### src/rtl/sip_pkg.sv
// Shared types and codes for the skin influence slot packer.
// Depends on nothing; every other file of the block uses it.
package sip_pkg;

  localparam int WEIGHT_W = 16;
  localparam int BONE_W   = 16;
  localparam int TOTAL_W  = 18;
  localparam int NORM_W   = 17;
  localparam int QUO_W    = 31;

  localparam logic [1:0] MODE_ADD   = 2'd0;
  localparam logic [1:0] MODE_READ  = 2'd1;
  localparam logic [1:0] MODE_CLEAR = 2'd2;

  localparam logic CFG_VERTEX_COUNT = 1'b0;
  localparam logic CFG_BONE_COUNT   = 1'b1;

  typedef enum logic [2:0] {
    ST_STORED  = 3'd0,
    ST_WNEG    = 3'd1,
    ST_VOUT    = 3'd2,
    ST_BOUT    = 3'd3,
    ST_FULL    = 3'd4,
    ST_READ    = 3'd5,
    ST_CLEARED = 3'd6
  } status_t;

  typedef enum logic [2:0] {
    S_CLEAR,
    S_IDLE,
    S_FETCH,
    S_EVAL,
    S_DIV,
    S_DONE
  } seq_state_t;

endpackage

### src/rtl/sip_div.sv
// Restoring divider, one quotient bit per cycle, for weight normalisation.
// Depends on sip_pkg for the operand widths.
module sip_div (
  input  logic                           clk,
  input  logic                           rst_n,
  input  logic                           start,
  input  logic [sip_pkg::QUO_W-1:0]      dividend,
  input  logic [sip_pkg::TOTAL_W-1:0]    divisor,
  output logic                           done,
  output logic [sip_pkg::NORM_W-1:0]     quotient
);
  import sip_pkg::*;

  localparam int CNT_W = $clog2(QUO_W + 1);

  logic               busy_r, busy_nxt;
  logic               done_r, done_nxt;
  logic [CNT_W-1:0]   cnt_r, cnt_nxt;
  logic [TOTAL_W:0]   rem_r, rem_nxt;
  logic [QUO_W-1:0]   quo_r, quo_nxt;
  logic [TOTAL_W-1:0] dsr_r, dsr_nxt;
  logic [TOTAL_W:0]   rem_sh;
  logic               fits;

  always_comb begin
    rem_sh   = {rem_r[TOTAL_W-1:0], quo_r[QUO_W-1]};
    fits     = rem_sh >= {1'b0, dsr_r};
    busy_nxt = busy_r;
    done_nxt = 1'b0;
    cnt_nxt  = cnt_r;
    rem_nxt  = rem_r;
    quo_nxt  = quo_r;
    dsr_nxt  = dsr_r;
    if (start) begin
      busy_nxt = 1'b1;
      cnt_nxt  = '0;
      rem_nxt  = '0;
      quo_nxt  = dividend;
      dsr_nxt  = divisor;
    end else if (busy_r) begin
      rem_nxt = fits ? rem_sh - {1'b0, dsr_r} : rem_sh;
      quo_nxt = {quo_r[QUO_W-2:0], fits};
      cnt_nxt = cnt_r + 1'b1;
      if (cnt_r == CNT_W'(QUO_W - 1)) begin
        busy_nxt = 1'b0;
        done_nxt = 1'b1;
      end
    end
  end

  always_ff @(posedge clk) begin
    if (!rst_n) begin
      busy_r <= 1'b0;
      done_r <= 1'b0;
      cnt_r  <= '0;
    end else begin
      busy_r <= busy_nxt;
      done_r <= done_nxt;
      cnt_r  <= cnt_nxt;
    end
    rem_r <= rem_nxt;
    quo_r <= quo_nxt;
    dsr_r <= dsr_nxt;
  end

  assign done     = done_r;
  assign quotient = quo_r[NORM_W-1:0];

endmodule

### config.mk
export PLATFORM = sky130hd
export DESIGN_NAME = sip_div
export DESIGN_NICKNAME = d
export VERILOG_FILES = /design/src/rtl/sip_pkg.sv /design/src/rtl/sip_div.sv
export SDC_FILE = /design/constraint.sdc
export NUM_CORES = 1
export LEC_CHECK = 0
export ABC_AREA = 1
export BUFFER_PORTS_ARGS = -buffer_cell sky130_fd_sc_hd__buf_2
export CAP_MARGIN = 30
export CELL_PAD_IN_SITES_DETAIL_PLACEMENT = 1
export CELL_PAD_IN_SITES_GLOBAL_PLACEMENT = 1
export CORE_MARGIN = 4
export CORE_UTILIZATION = 42
export DETAILED_ROUTE_END_ITERATION = 6
export HOLD_SLACK_MARGIN = 0.05
export PLACE_DENSITY_LB_ADDON = 0.1
export SLEW_MARGIN = 0
export SYNTH_ARGS = -nofsm -noshare
export SYNTH_HDL_FRONTEND = slang
export SYNTH_SLANG_ARGS = --single-unit
### constraint.sdc
create_clock -name clk -period 2.6 [get_ports clk]
set_input_delay 0 -clock clk [delete_from_list [all_inputs] [get_ports clk]]
set_output_delay 0 -clock clk [all_outputs]
set_load 0.005 [all_outputs]
# Word-level counts from Yosys, hierarchy flattened
# Cells that the tools add are included.
# Widths: inputs -> output; s select.
[totals]
ff_bits = 74
latchBits = 0
ramBits = 0
rom_bits = 0
inputBits = 52
output_inout_bits = 18
word_cells = 22
mem_count = 0
[classes]
n_addsub = 2
mul = 0
div = 0
magnitude_cmp = 1
eq_ne = 1
shift = 0
mux = 7
n_bitwise = 2
n_reduce_logical = 3
[ops]
columns = ["cell", "count"]
rows = [
  ["$mux 31", 2],
  ["$ge 19x18->1", 1],
  ["$mux 18", 1],
  ["$sub 18x18->18", 1],
  ["$add 5x1->5 const B", 1],
  ["$eq 5x5->1 const B", 1],
  ["$mux 1", 4],
  ["$reduce_or 3->1", 1],
  ["$not 1->1", 2],
  ["$reduce_bool 2->1", 1],
  ["$reduce_or 2->1", 1],
]

# Logic depth before layout (Yosys ltp)
[depth]
ltp_word = 4
ltp_mapped = 16
ltp_nobuf = 15

# Worst setup path after synthesis
# OpenSTA, ideal clock, no wires.
[synth_path]
kind = "register to register"
from = "register quo_r[30]"
to = "register rem_r[6]"
setup_ns = 0.161
arrival_time_ns = 1.643
required_time_ns = 2.439
setup_slack_ns = 0.796
path_stages_with_launch = 13
n_path_buf = 0
period_less_slack_ns = 1.804
cell_sequence = "edfxtp_1 inv_1 ha_1 inv_1 fa_1 inv_1 nor2_1 nor2_1 o21bai_1 xnor2_1 nand2_1 nand3_1 o21ai_0"
[synth_between]
elab_chain_len = 2
word_cells_on_any_way = 3
cone_classes = "1 x add/sub; 1 x order compare; 1 x mux"
[synth_lines]
columns = ["item", "line_no", "text"]
rows = [
  ["start, declared", "sip_div.sv:20", "logic [QUO_W-1:0] quo_r, quo_nxt;"],
  ["start signal, assigned", "sip_div.sv:62", "quo_r <= quo_nxt;"],
  ["$sub 18x18->18 or $ge 19x18->1 (tied branches)", "sip_div.sv:41, sip_div.sv:27", ""],
  ["$mux 18 *", "sip_div.sv:41", "rem_nxt = fits ? rem_sh - {1'b0, dsr_r} : rem_sh;"],
  ["end signal, assigned", "sip_div.sv:61", "rem_r <= rem_nxt;"],
  ["end, declared", "sip_div.sv:19", "logic [TOTAL_W:0] rem_r, rem_nxt;"],
]
# Mark *: on every way between the ends. The rest lies on a longest branch, timed or not.
# A chain may end at the register's enable or synchronous reset.

# Worst setup path in the final report
[layout_path]
from = "register dsr_r[16]"
to = "register rem_r[17]"
[layout_between]
elab_chain_len = 2
word_cells_on_any_way = 3
cone_classes = "1 x add/sub; 1 x order compare; 1 x mux"
[layout_lines]
columns = ["item", "line_no", "text"]
rows = [
  ["start, declared", "sip_div.sv:21", "logic [TOTAL_W-1:0] dsr_r, dsr_nxt;"],
  ["start signal, assigned", "sip_div.sv:63", "dsr_r <= dsr_nxt;"],
  ["$sub 18x18->18 or $ge 19x18->1 (tied branches)", "sip_div.sv:41, sip_div.sv:27", ""],
  ["$mux 18 *", "sip_div.sv:41", ""],
]
# Marked as above.

==> results.cfg <==
[status]
status = finished, final reports clean

[yosys]
synth_xor_xnor_area_share_pct = 1.63
synth-async-reset-ratio_pct = 0
netlist_area_sq_um = 4290
synth_compound_area_share_pct = 4.46
yosys_register_bits = 74
synth_edf_count = 49
synth_area_per_cell_sq_um = 7.86
ys_top_cells_by_count = nand2_1, inv_1, edfxtp_1, nand3_1, nor2_1
ys_types = 31
synth_adder_area_share_pct = 6.30
yosysWarnings = 0
muxShareOfSynthArea_pct = 0
synth.area.top_cells = edfxtp_1, nand2_1, dfxtp_1
synth_cells = 546
synth-simple-area-share_pct = 30.8
ys_seq_area_share_pct = 46.0
synth_top_family_by_area = simple AND/OR/NAND/NOR gates
yosysTopAreaCell = edfxtp_1
yosysTopAreaCellShare_pct = 34.3
ys.flop_type = edfxtp_1
synth_fp_nets = 619
yosysMostFrequentCell = nand2_1

[global_routing]
grt-ovfl-total = 0
grt_pass1_vias = 4258
grt_start_max_net_pins = 40
antenna_found_initial = 0
grt_usage_pct = 21.6
grt_pass1_wl_mm = 19.9

[floorplanning]
chipWidth_um = 109
core-area_sq_um = 9860
die_h_um = 109
initial_core_util_pct = 43.5
rows = 36
ios = 70
dieArea_sq_um = 11900

[finish]
drive_above_1_share_pct = 16.4
diodes = 0
final_nets = 725
syn_to_final_growth_pct = 25.9
fin_area_sq_um = 5400
layout.cells.non_filler = 790

[clock_tree]
cts_tree = done
cts_max_level = 3
post_cts_buffers = 0
clk_latency_ps = 360
cts_resized = 0
cts_sinks = 74
numCtsBuffers = 9
cts_hold_buf = 50
cts_buffer_depth = 2
path_clk_slew_ps = 90
clockRootBuffer = clkbuf_8

[worst_setup_path]
worstPathMaxFanout = 13
rrSetupSlack_ps = 280
required_ps = 2850
cp_data_arrival_time_ps = 2570
path_class = reg -> reg
cp-end-kind = flop
critPathLaunchType = flop

[power]
p_leak_uw = 0.00271
power_density_nw_per_um2 = 541
ir_worst_vdd_mv = 0.259

[detailed_routing]
drt_wl_total_mm = 12.0
ant_nets = 0
vias = 3871
drt_iter0_markers = 132
vias_per_cell = 4.90
drcViolationCount = 0
wl_per_cell_um = 15.2
dr.pass1.iters = 4

[placed_design]
place_area_sq_um = 4650
dpl.hpwl_mm = 8.04
place_congestion = 0.823
dp_cells = 724
place.port_buffers = 69

[job]
maxCapViolations = 0

[sta]
tightestPinTransition_ps = 646
setup_violations = 0
fin_skew_ps = 9.69
setup_tns_ps = 0
finalHoldViolations = 0
maxSlewViolCount = 0
fin_crit_ps = 2320
fmax_mhz = 431
max_slew_margin_pct = 56.8
rsz0062_at_grt = no
period_share_pct = 89.2

[min_path]
hold_path_class = in -> reg
metrics by stage:
stage	setup WS (ps)	util [%]	hold slack [ps]	power (uW)
4_1_cts	256	54.7	102	2950
5_1_grt	41.6	54.7	131	3050
3_3_place_gp	354	47.1	177	1730
6_report	282	54.7	115	2920
2_1_floorplan	796	-	98.9	1630
3_5_place_dp	293	47.1	178	1740
flip-flops by register name, summed over array words and instances, names as in the netlist:
register and flops:
busy_r 1, rem_r 18, done 1, dsr_r 18, quo_r 31, cnt_r 5
path summary, 6_finish.rpt:
kind              from   endpoint  cells past startpoint
max          dsr_r[16]  rem_r[17]                     11
min              start  dsr_r[17]                      1
max reg2reg  dsr_r[16]  rem_r[17]                     11
min reg2reg  rem_r[10]  rem_r[10]                      2
worst max-delay path, cell delays in order (launching register included):
cell and delay (ps):
edfxtp_1 360, inv_1 60, ha_1 250, a21oi_1 230, o21ai_0 120, nor2_1 520, buf_4 330, nand3_2 90
nand2_1 80, clkinv_1 60, nand2_1 50, nand2_1 50
placed cells by master (no fill, tap or decap):
cell | Yosys | routed
xor2_1 | 1 | 1
and3_1 | 1 | 1
nand3_2 | 4 | 4
nand3b_1 | 13 | 13
nand2_4 | 2 | 2
fa_1 | 1 | 1
clkinv_4 | 0 | 1
nor2_1 | 27 | 27
edfxtp_1 | 49 | 49
o21ai_2 | 1 | 1
clkinv_1 | 1 | 1
bufinv_16 | 0 | 3
inv_1 | 64 | 64
nand2_1 | 212 | 212
dfxtp_1 | 25 | 25
a31oi_1 | 2 | 2
a21oi_1 | 17 | 17
xnor2_1 | 7 | 7
dlygate4sd3_1 | 0 | 50
ha_1 | 20 | 20
o21bai_1 | 2 | 2
nand3_1 | 34 | 34
inv_2 | 2 | 2
nor3_1 | 5 | 5
inv_6 | 0 | 1
clkinv_2 | 0 | 1
nor3b_1 | 1 | 1
nand4_1 | 3 | 3
nand2_2 | 6 | 6
o21ai_1 | 1 | 1
o21ai_0 | 13 | 13
clkbuf_8 | 0 | 10
buf_4 | 18 | 8
buf_2 | 4 | 69
metal layers:
layer | global-route usage (%) | vias to the layer above | wire (um)
li1 | - | 1938 | -
met1 | 25.0 | 1828 | 5310
met2 | 39.0 | 86 | 5980
met3 | 4.80 | 19 | 449
met4 | 7.84 | 0 | 242
met5 | 0 | - | 0
power by group:
part | internal, uW | switching [uW] | total (uW)
combinational | 180 | 219 | 399
sequential | 1350 | 34.0 | 1380
clock | 668 | 477 | 1140
total | 2190 | 730 | 2920
logic make-up (layout without fill, tap and decap cells):
family	count (synthesis)	count (layout)
flops	74	74
xor+xnor	8	8
buf+inv	99	210
compound gates	36	36
fa+ha+maj	21	21
simple gates	308	308
final cells by class:
| cell class | count | area (sq um) |
|---|---|---|
| fillers | 1211 | 4460 |
| flip-flops and latches | 74 | 1970 |
| multi-input cells | 373 | 1850 |
| repair buffers | 127 | 906 |
| inverters | 67 | 251 |
| well taps | 133 | 166 |
| clock buffers | 10 | 138 |
| clock inverters | 6 | 113 |
No activity file was read; power rests on OpenSTA's default activity.
